--- src/rtl/cfa_pkg.sv ---
// Shared types and constants for the frustum box culling block.
package cfa_pkg;

  localparam int COORD_W        = 16;
  localparam int HALF_W         = COORD_W - 1;
  localparam int PROD_W         = 2 * COORD_W;
  localparam int SUM_W          = PROD_W + 2;
  localparam int D_SHIFT        = 14;
  localparam int PLANE_W        = 4 * COORD_W;
  localparam int CFG_IDX_W      = 3;
  localparam int PLANE_REGS     = 6;
  localparam int PLANE_SLOTS    = 8;
  localparam int PLANE_COUNT_DEF = 6;

  // register map of the configuration port
  typedef enum logic [CFG_IDX_W-1:0] {
    REG_PLANE_NEAR   = 3'd0,
    REG_PLANE_FAR    = 3'd1,
    REG_PLANE_LEFT   = 3'd2,
    REG_PLANE_RIGHT  = 3'd3,
    REG_PLANE_TOP    = 3'd4,
    REG_PLANE_BOTTOM = 3'd5
  } cfg_reg_t;

  // a, b, c in Q2.14, d in Q8.8
  typedef struct packed {
    logic signed [COORD_W-1:0] d;
    logic signed [COORD_W-1:0] c;
    logic signed [COORD_W-1:0] b;
    logic signed [COORD_W-1:0] a;
  } plane_t;

  // box after the input register: centre and half extents
  typedef struct packed {
    logic signed [COORD_W-1:0] cx;
    logic signed [COORD_W-1:0] cy;
    logic signed [COORD_W-1:0] cz;
    logic [HALF_W-1:0]         hx;
    logic [HALF_W-1:0]         hy;
    logic [HALF_W-1:0]         hz;
  } box_t;

endpackage

--- src/rtl/cfa_plane_lane.sv ---
// One plane lane: products registered, then the largest-corner test.
module cfa_plane_lane import cfa_pkg::*; (
  input  logic   clk,
  input  logic   adv,
  input  plane_t plane,
  input  box_t   box,
  output logic   cull
);

  logic signed [PROD_W-1:0] pcx_nxt, pcy_nxt, pcz_nxt;
  logic signed [PROD_W-1:0] phx_nxt, phy_nxt, phz_nxt;
  logic signed [PROD_W-1:0] hx_raw, hy_raw, hz_raw;
  logic signed [PROD_W-1:0] pcx_r, pcy_r, pcz_r;
  logic signed [PROD_W-1:0] phx_r, phy_r, phz_r;
  logic signed [SUM_W-1:0]  t_cx, t_cy, t_cz, t_hx, t_hy, t_hz, t_d;
  logic signed [SUM_W-1:0]  sum;

  // the corner with the largest value sits at centre + sign(n)*half on each axis,
  // so the maximum is n.centre + |a|hx + |b|hy + |c|hz + d
  always_comb begin
    pcx_nxt = plane.a * box.cx;
    pcy_nxt = plane.b * box.cy;
    pcz_nxt = plane.c * box.cz;
    hx_raw  = plane.a * $signed({1'b0, box.hx});
    hy_raw  = plane.b * $signed({1'b0, box.hy});
    hz_raw  = plane.c * $signed({1'b0, box.hz});
    phx_nxt = hx_raw[PROD_W-1] ? -hx_raw : hx_raw;
    phy_nxt = hy_raw[PROD_W-1] ? -hy_raw : hy_raw;
    phz_nxt = hz_raw[PROD_W-1] ? -hz_raw : hz_raw;
  end

  always_ff @(posedge clk) begin
    if (adv) begin
      pcx_r <= pcx_nxt;
      pcy_r <= pcy_nxt;
      pcz_r <= pcz_nxt;
      phx_r <= phx_nxt;
      phy_r <= phy_nxt;
      phz_r <= phz_nxt;
    end
  end

  always_comb begin
    t_cx = SUM_W'(pcx_r);
    t_cy = SUM_W'(pcy_r);
    t_cz = SUM_W'(pcz_r);
    t_hx = SUM_W'(phx_r);
    t_hy = SUM_W'(phy_r);
    t_hz = SUM_W'(phz_r);
    // d is Q8.8, products are Q10.22
    t_d  = {{(SUM_W-COORD_W-D_SHIFT){plane.d[COORD_W-1]}}, plane.d, {D_SHIFT{1'b0}}};
    sum  = t_cx + t_cy + t_cz + t_hx + t_hy + t_hz + t_d;
  end

  // culled only if even the largest corner value is strictly negative
  assign cull = sum[SUM_W-1];

endmodule

--- config.mk ---
export PLATFORM = sky130hd
export DESIGN_NAME = cfa_plane_lane
export DESIGN_NICKNAME = d
export VERILOG_FILES = /design/src/rtl/cfa_pkg.sv /design/src/rtl/cfa_plane_lane.sv
export SDC_FILE = /design/constraint.sdc
export NUM_CORES = 2
export LEC_CHECK = 0
export BUFFER_PORTS_ARGS = -buffer_cell sky130_fd_sc_hd__buf_2
export CAP_MARGIN = 20
export CORE_MARGIN = 3
export CORE_UTILIZATION = 55
export DETAILED_ROUTE_END_ITERATION = 8
export PLACE_DENSITY = 0.68
export SLEW_MARGIN = 30
export SYNTH_ARGS = -nofsm -noshare
export SYNTH_HDL_FRONTEND = slang
export SYNTH_SLANG_ARGS = --single-unit
--- constraint.sdc ---
create_clock -name clk -period 8.6 [get_ports clk]
set_input_delay 0.86 -clock clk [delete_from_list [all_inputs] [get_ports clk]]
set_output_delay 0.86 -clock clk [all_outputs]
set_load 0.1 [all_outputs]
==> metrics.yaml <==
root_buffer: "clkbuf_16"
vias_per_cell: 5.40
dp_hpwl_um: 143000
dr.pass1.iters: 5
cts_tree: "yes"
fp.dieH_um: 363
grt_usage_pct: 27.2
final_cell_mix: "inv_1, fa_1, nand2_1"
ys_seq_area_share_pct: 8.24
start_util_pct: 55.6
num_vias: 48640
critPathKind: "in2reg"
wl_per_cell_um: 18.8
yosysTopAreaCellShare_pct: 47.8
grt_overflow: 0
ios: 160
nNetsFinal: 9711
rsz0062_at_grt: "false"
synth-edff-count: 192
worstPathRequired_ns: 8.82
async_flop_share_pct: 0
slew_viol_final: 0
wl_um: 170000
min_to: "pcx_r[16]"
path_max_fanout: 31
mostFrequentLayoutCell: "inv_1"
hp-class: "in2reg"
relSlewSlack_pct: 40.6
holdPathStages: 1
tightestPinTransition_ns: 0.884
cts_buffers: 17
grt_antenna_before_repair: 4
syn-num-nets: 9742
grt_max_degree: 82
ys_ff_latch: 192
synth.avg_cell_area_um2: 9.49
synthFlopType: "edfxtp_1"
drv_cap: 0
min_period_over_period_pct: 89.7
cts_setup_buffers: 0
status: "finished clean"
cts_buffer_depth: 2
drc: 0
htreeDepth: 4
syn_area_mm2: 0.0700
ys_types: 87
hold_viol: 0
whs_ns: 0.952
fillers: 11090
grt_pass1_wl_um: 282000
drt-initial-drc-count: 3032
clock.fmax_ghz: 0.130
yosys-top-cells-area: "fa_1, inv_1, ha_1"
cts_hold_buf: 0
fin_tns_setup_ns: 0
yosys_warnings: 0
synthCells: 7377
syn2layout_area_growth_pct: 4.07
grt_pass1_vias: 53264
start_kind: "primary input"
fin_crit_ns: 7.71
dieWidth_um: 363
crit_arrival_ns: 7.93
hp-start: "adv"
synth_area_leader_cell: "fa_1"
core_area_mm2: 0.126
drive_gt1_share_pct: 3.89
die_area_mm2: 0.132
port_buffers: 159
cts.clk_slew.worst_paths_ns: 0.06
cts_resized: 0
clock-sinks: 192
rows: 130
fin_util_pct: 57.8
setup_viol: 0
detail-route-antenna-nets: 0
place.gp.congestion: 0.930
end_kind: "flip-flop"
worst max-delay path by stage:
stage | from | to | slack, ns | depth (start not counted)
2_1_floorplan | plane[31] | phy_r[30] | 0.96 | 22
3_3_place_gp | plane[10] | phx_r[1] | 0.49 | 23
3_5_place_dp | plane[23] | phy_r[30] | 0.43 | 23
4_1_cts | plane[37] | phz_r[5] | 0.96 | 24
5_1_grt | plane[37] | phz_r[6] | 0.54 | 24
6_report | plane[37] | phz_r[7] | 0.89 | 24
state kept, by name, indices dropped and copies added (netlist names):
register,count
pcx_r,32
pcz_r,32
phx_r,32
pcy_r,32
phy_r,32
phz_r,32
cells in the mapped netlist, drive strengths merged, types with 5 or more instances:
library cell	number
nor2	147
nand3	40
o211ai	15
a31o	5
edfxtp	192
a211oi	17
nor4	10
nor3	27
o21ai	99
inv	1905
nand2	872
and2	670
a221oi	5
a2111oi	8
a21oi	184
o21a	21
a21boi	8
ha	536
a21o	80
xnor2	200
or2	11
a211o	8
o21bai	26
a31oi	27
nand2b	77
nand4	24
and3	19
o31ai	10
and4	7
or3	18
clkbuf	262
fa	1670
xor2	95
nor2b	15
cell families (layout without fill, tap and decap cells):
group / count (synthesis) / after routing / share of synthesized area (%)
other cells: 0 / 2 / 0
flops: 192 / 192 / 8.24
simple gates: 1952 / 1952 / 13.8
buf+inv: 2170 / 2151 / 11.7
compound gates: 559 / 559 / 5.17
xor+xnor: 295 / 295 / 3.69
mux: 3 / 3 / 0.0465
fa+ha+maj: 2206 / 2206 / 57.4
metrics by stage:
stage	setup slack, ns	cell area, µm²	instances
final	0.888	72800	9010
after detailed placement	0.431	72300	8977
after CTS	0.964	72800	9008
after global placement	0.487	72300	8977
after global routing	0.538	72800	9009
after floorplan	0.956	70000	7377
critical path: stages:
cell      delay [ns]
buf_2           0.55
nand2_1         0.19
fa_1            0.46
fa_1            0.53
fa_1            0.55
inv_1           0.05
fa_1            0.45
fa_1            0.49
inv_1           0.05
fa_1            0.48
inv_1           0.04
ha_1            0.37
a21oi_1         0.19
o21ai_0         0.19
a32o_1          0.30
a21o_1          0.17
a311oi_1        0.48
o21ai_0         0.24
a21o_1          0.22
a21oi_1         0.23
xnor2_2         0.28
buf_4           0.29
a21oi_1         0.07
xor2_1          0.17
final cells by class:
type                            count  area [µm²]  share of cell area, %
Antenna cell                        2        5.00                0.00687
Clock buffer                       17         425                  0.584
Clock inverter                     14         121                  0.167
Inverter                         1905        7150                   9.82
Multi-Input combinational cell   5015       56100                   77.0
Sequential cell                   192        5770                   7.92
Tap cell                         1650        2060                   2.83
Timing Repair Buffer              215        1230                   1.69
metal layers:
layer  vias up  wire, µm  global-route usage, %  share of wire [%]
met5         -        13                      0             0.0077
met2      1511     85100                   46.9                 50
met4         2      5050                   7.71                3.0
met3       271     10000                   2.67                5.9
li1      21672         -                      -                  -
met1     25184     69600                   37.0                 41
Power is not shown: default switching activity piles up to over one toggle a cycle in this logic, so the estimate is an artifact.
