[src/rtl/cfa_pkg.sv]
// Shared types and constants for the frustum box culling block.
package cfa_pkg;

  localparam int COORD_W        = 16;
  localparam int HALF_W         = COORD_W - 1;
  localparam int PROD_W         = 2 * COORD_W;
  localparam int SUM_W          = PROD_W + 2;
  localparam int D_SHIFT        = 14;
  localparam int PLANE_W        = 4 * COORD_W;
  localparam int CFG_IDX_W      = 3;
  localparam int PLANE_REGS     = 6;
  localparam int PLANE_SLOTS    = 8;
  localparam int PLANE_COUNT_DEF = 6;

  // register map of the configuration port
  typedef enum logic [CFG_IDX_W-1:0] {
    REG_PLANE_NEAR   = 3'd0,
    REG_PLANE_FAR    = 3'd1,
    REG_PLANE_LEFT   = 3'd2,
    REG_PLANE_RIGHT  = 3'd3,
    REG_PLANE_TOP    = 3'd4,
    REG_PLANE_BOTTOM = 3'd5
  } cfg_reg_t;

  // a, b, c in Q2.14, d in Q8.8
  typedef struct packed {
    logic signed [COORD_W-1:0] d;
    logic signed [COORD_W-1:0] c;
    logic signed [COORD_W-1:0] b;
    logic signed [COORD_W-1:0] a;
  } plane_t;

  // box after the input register: centre and half extents
  typedef struct packed {
    logic signed [COORD_W-1:0] cx;
    logic signed [COORD_W-1:0] cy;
    logic signed [COORD_W-1:0] cz;
    logic [HALF_W-1:0]         hx;
    logic [HALF_W-1:0]         hy;
    logic [HALF_W-1:0]         hz;
  } box_t;

endpackage

[src/rtl/cfa_cfg_if.sv]
// Configuration write channel: register index and write data.
interface cfa_cfg_if import cfa_pkg::*; ();
  logic                 valid;
  logic                 ready;
  logic [CFG_IDX_W-1:0] index;
  logic [PLANE_W-1:0]   data;

  modport source (output valid, index, data, input ready);
  modport sink   (input valid, index, data, output ready);
endinterface

[src/rtl/cfa_plane_regs.sv]
// Plane register file written through the configuration port.
module cfa_plane_regs import cfa_pkg::*; (
  input  logic       clk,
  input  logic       rst_n,
  cfa_cfg_if.sink    cfg,
  output plane_t     planes [PLANE_REGS]
);

  plane_t plane_r [PLANE_REGS];

  assign cfg.ready = 1'b1;

  // writes beyond the last plane register fall away
  always_ff @(posedge clk) begin
    for (int i = 0; i < PLANE_REGS; i++) begin
      if (!rst_n) begin
        plane_r[i] <= '0;
      end else if (cfg.valid && cfg.index == CFG_IDX_W'(i)
                   && cfg.index <= REG_PLANE_BOTTOM) begin
        plane_r[i] <= cfg.data;
      end
    end
  end

  assign planes = plane_r;

endmodule

[src/flat_wrapper.sv]
// flat-port wrapper written by rule: the top's interface ports become plain ports
module cfa_plane_regs_flat import cfa_pkg::*;
  (clk, rst_n, planes, cfg_valid, cfg_index, cfg_data, cfg_ready);
  cfa_cfg_if cfg_i ();
  input  logic clk;
  input  logic rst_n;
  output plane_t planes[PLANE_REGS];
  input wire logic [$bits(cfg_i.valid)-1:0] cfg_valid;
  input wire logic [$bits(cfg_i.index)-1:0] cfg_index;
  input wire logic [$bits(cfg_i.data)-1:0] cfg_data;
  output wire logic [$bits(cfg_i.ready)-1:0] cfg_ready;
  assign cfg_i.valid = cfg_valid;
  assign cfg_i.index = cfg_index;
  assign cfg_i.data = cfg_data;
  assign cfg_ready = cfg_i.ready;
  cfa_plane_regs u_core (.clk(clk), .rst_n(rst_n), .cfg(cfg_i), .planes(planes));
endmodule
[config.mk]
export PLATFORM = sky130hd
export DESIGN_NAME = cfa_plane_regs_flat
export DESIGN_NICKNAME = d
export VERILOG_FILES = /design/src/rtl/cfa_pkg.sv /design/src/rtl/cfa_cfg_if.sv /design/src/rtl/cfa_plane_regs.sv /design/src/flat_wrapper.sv
export SDC_FILE = /design/constraint.sdc
export NUM_CORES = 1
export LEC_CHECK = 0
export ABC_AREA = 1
export BUFFER_PORTS_ARGS = -buffer_cell sky130_fd_sc_hd__buf_2
export CORE_MARGIN = 10
export CORE_UTILIZATION = 30
export DETAILED_ROUTE_END_ITERATION = 7
export PLACE_DENSITY = 0.53
export SLEW_MARGIN = 20
export SYNTH_ARGS = -nofsm -noshare
export SYNTH_HDL_FRONTEND = slang
export SYNTH_SLANG_ARGS = --single-unit
export TNS_END_PERCENT = 50
[constraint.sdc]
create_clock -name clk -period 1.95 [get_ports clk]
set_clock_uncertainty 0.2 [all_clocks]
set_input_delay 0.195 -clock clk [delete_from_list [all_inputs] [get_ports clk]]
set_output_delay 0.195 -clock clk [all_outputs]
set_load 0.05 [all_outputs]
==> impl_metrics.toml, run 1 <==
[run_status]
run_status = "completed"

[route]
drt_iter0_drc = 1228
drt-total-wl_um = 60300
ant_nets = 0
wire_per_inst_um = 18.1
vias_per_cell = 4.73
drcViolationCount = 0
vias = 15700
drtPass1Iterations = 5

[floorplanning]
die_area_um2 = 60400
io_pins = 455
die_x_um = 246
core_area_um2 = 50300
die_h_um = 246
rows = 82
start_util_pct = 30.4

[yosys]
synth-edff-count = 0
ys_types = 14
yosys-top-cells-count = "644 x nor2_1, 387 x nand2_1, 384 x dfxtp_1, 384 x nand3_1, 148 x buf_2"
avgSynthCellArea_um2 = 7.01
synthTopCellsByArea = "dfxtp_1 50%, nor2_1 16%, nand3_1 13%"
yosysMostFrequentCell = "nor2_1"
yosysWarnings = 0
synth_ff_type = "dfxtp_1"
async_reset_ff_share_pct = 0
syn-cell-area_um2 = 15300
syn-num-nets = 2252
synth_area_leader_cell = "dfxtp_1"
synth_cells = 2182
seq_area_frac_synth_pct = 50.2
synth_seq_cells = 384
synth_top_cell_area_share_pct = 50.2

[sta]
fin_ws_ps = 295
period_minus_slack_ps = 1650
hold_viol_final = 0
drv_slew = 0
rsz0062_at_grt = "false"
period_share_pct = 84.9
setup_viol = 0
clock.fmax_mhz = 604
setup-tns-final_ps = 0

[global_route]
grt-ovfl-total = 0
antenna_found_initial = 0
track_usage_pct = 19.0
grt_max_degree = 101
grt_pass1_wl_um = 91200
grt_pass1_vias = 14800

[power]
total_power_mw = 19.9
ir_drop_mv = 0.602
power.density_nw_per_um2 = 969
p_leak_nw = 9.82

[finish]
drive_gt1_share_pct = 22.0
ff_latch_area_um2 = 7690
antenna_cells = 0
nets = 2690
area_growth_pct = 33.9
final_util_pct = 40.8
largest_reg_flops = 384
fillers = 5258
stdcell_area_um2 = 20500
multi_input_area_um2 = 6520

[setup_path]
cp_slowest_cell = "dfxtp_1"
cp.required_ps = 1550
cp_max_fo = 2
path_class = "flip-flop to output port"
max_stage_delay_ps = 410
timing.rr.start = "u_core.planes[271]$_SDFFE_PN0P_"
critPathBufInv = 1
cp_top_family = "flip-flops"
crit_arrival_ps = 1260
startpoint_type = "flip-flop"
end_kind = "output port"
crit_path_start = "u_core.planes[271]$_SDFFE_PN0P_"
path_cells = "buf_2"

[min_path]
holdCritPathClass = "primary input to flip-flop"
worstHoldStart = "cfg_data[15]"

[clock_tree]
numClockSinks = 384
htree_levels = 2
cts_tree = "built"
cts.reportedPaths.clkPinSlew_ps = 60
clock_latency_ps = 550
ctsLongestPathBuffers = 3
numCtsBuffers = 45
post_cts_resized = 0
cts_root_buf = "clkbuf_16"

[place]
finalWeightedCongestion = 0.811
portBuffers = 453
dp_hpwl_um = 40300
dpl_cell_area_um2 = 18400
place_ws_ps = 326

[run]
max_cap_violations = 0
-- final cells by class --
cell class              instances  area share (%)
flip-flops and latches        384            37.5
inverters                      69            1.30
clock buffers                  67            6.29
multi-input cells            1549            31.8
well taps                     672            4.10
clock inverters                11           0.928
repair buffers                571            18.1
-- stage by stage --
stage | instances | hold slack (ps)
after global placement | 3180 | 258
after floorplan | 2182 | 274
after global routing | 3323 | 53.2
after CTS | 3323 | 8.82
final | 3323 | 50.9
after detailed placement | 3180 | 263
-- path summary, 6_finish.rpt --
| path | cells past startpoint | slack (ps) | endpoint |
|---|---|---|---|
| setup / recovery | 1 | 300 | planes[271] |
| hold / removal | 5 | 50 | u_core.planes[207]$_SDFFE_PN0P_ |
| setup reg to reg | 2 | 1090 | u_core.planes[271]$_SDFFE_PN0P_ |
| hold reg to reg | 2 | 270 | u_core.planes[302]$_SDFFE_PN0P_ |
-- logic make-up after synthesis --
group / synth area share, %
AOI/OAI and AO/OA: 4.19
DFF: 50.2
and+or+nand+nor: 38.2
other: 0.0245
buffers and inverters: 7.34
-- cell usage in the layout (no fill, tap or decap), drive strengths merged --
| master | Yosys | layout |
|---|---|---|
| a21oi | 128 | 128 |
| nor2 | 648 | 648 |
| clkinv | 0 | 5 |
| bufinv | 0 | 5 |
| dlygate4sd3 | 0 | 65 |
| conb | 1 | 1 |
| clkinvlp | 0 | 1 |
| buf | 167 | 506 |
| nand3 | 384 | 384 |
| nand2 | 388 | 388 |
| inv | 69 | 69 |
| dfxtp | 384 | 384 |
| clkbuf | 13 | 67 |
-- repair_timing --
action	CTS	global route
hold buffers	65	0
buffers inserted	0	0
endpoints found under the hold margin	382	0
-- layer usage --
metal,vias up,routed length [um],track usage (%)
li1,7768,-,-
met1,7313,25300,23.9
met2,542,28800,31.6
met3,87,4580,4.32
met4,0,1520,6.34
met5,-,0,0
-- where the power goes --
part | internal [mW] | switching [mW] | total, mW
Clock | 5.21 | 3.35 | 8.56
Combinational | 0.781 | 2.20 | 2.98
Sequential | 8.12 | 0.181 | 8.31
Total | 14.1 | 5.74 | 19.9
Note: power is estimated with default switching activity, not from simulation.
==> run 2: changes to the inputs <==
--- a/config.mk
+++ b/config.mk
@@ -10,7 +10,7 @@
 export CORE_MARGIN = 10
 export CORE_UTILIZATION = 30
 export DETAILED_ROUTE_END_ITERATION = 7
-export PLACE_DENSITY = 0.53
+export PLACE_DENSITY = 0.55
 export SLEW_MARGIN = 20
 export SYNTH_ARGS = -nofsm -noshare
 export SYNTH_HDL_FRONTEND = slang
==> constraint.sdc (replaced) <==
create_clock -name clk -period 1.45 [get_ports clk]
set_clock_uncertainty 0.2 [all_clocks]
set_input_delay 0.145 -clock clk [delete_from_list [all_inputs] [get_ports clk]]
set_output_delay 0.145 -clock clk [all_outputs]
set_load 0.05 [all_outputs]
==> run 2 against run 1 <==
The run now ends with negative hold slack left; hold slack worse by 56 ps; non-clock buffer count is 67 higher; power is 38% higher; utilization is 8.6 points higher; sequential share of layout area is 4.1 points lower; global-route usage is 0.64 points higher; clock-buffer cell count stayed put; combinational power is 62% higher; critical path depth stayed put; sequential power is 36% higher; sequential cell count stayed put; final area is 21% higher.
==> impl_metrics.toml, run 2 (synthesis gave the netlist of run 1 again) <==
[run_status]
violations = "negative hold slack"
run_status = "complete, but fails checks"

[global_route]
track_usage_pct = 19.6
grt_max_degree = 81
grt-ovfl-total = 0
grt_pass1_vias = 15700
antenna_found_initial = 1
grt_pass1_wl_um = 94500

[setup_path]
path_depth = 1
max_stage_delay_ps = 380
timing.rr.start = "u_core.planes[15]$_SDFFE_PN0P_"
reg2reg_depth = 3
cp.required_ps = 1110
ff2ff_setup_slack_ps = 530
end_kind = "output port"
cp_max_fo = 2
crit_arrival_ps = 1080
path_class = "flip-flop to output port"
r2r_end = "u_core.planes[15]$_SDFFE_PN0P_"
critPathBufInv = 1
cp_top_family = "flip-flops"
path_cells = "buf_8"
cp_slowest_cell = "dfxtp_4"
startpoint_type = "flip-flop"

[route]
vias_per_cell = 4.84
drcViolationCount = 0
wire_per_inst_um = 19.0
drtPass1Iterations = 6
drt-total-wl_um = 64400
vias = 16400
drt_iter0_drc = 1221
ant_nets = 0

[sta]
relSlewSlack_pct = 66.7
setup_viol = 0
period_share_pct = 98.6
hold-worst-slack_ps = -5.34
worst_pin_slew_ps = 498
fin_ws_ps = 20.4
period_minus_slack_ps = 1430
rsz0062_at_grt = "true"
clock.fmax_mhz = 699
hold_viol_final = 2
drv_slew = 0

[run]
max_cap_violations = 0

[floorplanning]
die_area_um2 = 60400
start_util_pct = 30.4
rows = 82
die_x_um = 246
io_pins = 455
core_area_um2 = 50300
die_h_um = 246

[place]
finalWeightedCongestion = 0.802
portBuffers = 453
place_ws_ps = -66.7
dpl_cell_area_um2 = 18900
dp_hpwl_um = 41800

[clock_tree]
ctsLongestPathBuffers = 3
numClockSinks = 384
numCtsBuffers = 44
htree_levels = 2
cts_tree = "built"
cts_root_buf = "clkbuf_16"
clock_latency_ps = 560
cts.reportedPaths.clkPinSlew_ps = 60

[power]
pwr-share-seq_pct = 41.0
power_frac_clock_pct = 41.4
ir_drop_mv = 0.722
combPwrFrac_pct = 17.6
p_leak_nw = 10.9
internal-power_mw = 19.6
total_power_mw = 27.5
p_sw_share_pct = 28.7
power.density_nw_per_um2 = 1110
p_switching_mw = 7.89

[finish]
layout_common_cells = "640 x nor2_1, 387 x nand2_1, 384 x nand3_1, 310 x dfxtp_2, 255 x buf_6"
final_common_cell = "nor2_1"
nets = 2756
largest_reg_flops = 384
final_util_pct = 49.3
area_growth_pct = 62.1
fillers = 4641
drive_gt1_share_pct = 37.3
stdcell_area_um2 = 24800

[min_path]
whs_path_depth = 5
holdCritPathClass = "primary input to flip-flop"
worstHoldStart = "cfg_index[0]"
hold_path_end = "u_core.planes[370]$_SDFFE_PN0P_"
[run 2: cell types whose count changed in the layout (fill, tap and decap cells not counted), sizes merged]
| cell | before | now |
|---|---|---|
| buf | 506 | 561 |
| clkinv | 5 | 3 |
| dlygate4sd3 | 65 | 70 |
| bufinv | 5 | 3 |
| diode | 0 | 1 |
| clkbuf | 67 | 74 |
[run 2: power groups by stage]
| stage | clock [mW] | sequential, mW | combinational [mW] |
|---|---|---|---|
| finish | 11.4 | 11.3 | 4.84 |
| floorplan | 0 | 12.6 | 1.48 |
| global route | 12.0 | 11.3 | 5.16 |
| detailed placement | 0 | 11.4 | 4.02 |
| CTS | 11.6 | 11.3 | 4.66 |
| global placement | 0 | 11.4 | 3.99 |
[run 2: worst max-delay path by stage]
stage / from / endpoint / slack (ps)
6_report: u_core.planes[1]$_SDFFE_PN0P_ / planes[1] / 20
2_1_floorplan: rst_n / u_core.planes[304]$_SDFFE_PN0P_ / 260
4_1_cts: u_core.planes[241]$_SDFFE_PN0P_ / planes[241] / -30
3_5_place_dp: cfg_index[2] / u_core.planes[236]$_SDFFE_PN0P_ / -70
5_1_grt: u_core.planes[255]$_SDFFE_PN0P_ / planes[255] / -20
3_3_place_gp: cfg_valid / u_core.planes[206]$_SDFFE_PN0P_ / -40
[run 2: area by class of cell]
cell class              instances  area (um^2)  area share [%]
flip-flops and latches        384         8280            33.4
inverters                      69          267            1.07
clock buffers                  67         1350            5.44
diodes                          1         2.50          0.0101
multi-input cells            1549         6520            26.3
repair buffers                638         7430            30.0
clock inverters                 7          116           0.469
well taps                     672          841            3.39
[run 2: timing repair]
item,4_1_cts,5_1_grt
setup buffers,1,3
pin swaps,0,1
gates resized for setup,1104,228
hold buffers,71,2
gates cloned,0,7
endpoints found under the hold margin,384,2
setup endpoints to repair,384,242
[run 2: stage by stage]
stage | setup TNS (ps) | std cells
floorplan | 0 | 2182
global placement | -964 | 3231
detailed placement | -2890 | 3231
CTS | -3230 | 3377
global route | -176 | 3387
finish | 0 | 3387
[run 2: metal layers]
metal  global-route usage [%]  part of all wire [%]  up-vias
li1                         -                     -     7925
met1                     23.9                    41     7697
met2                     33.2                    49      632
met3                     4.72                   7.2      129
met4                     6.95                   2.9        0
met5                        0                     0        -
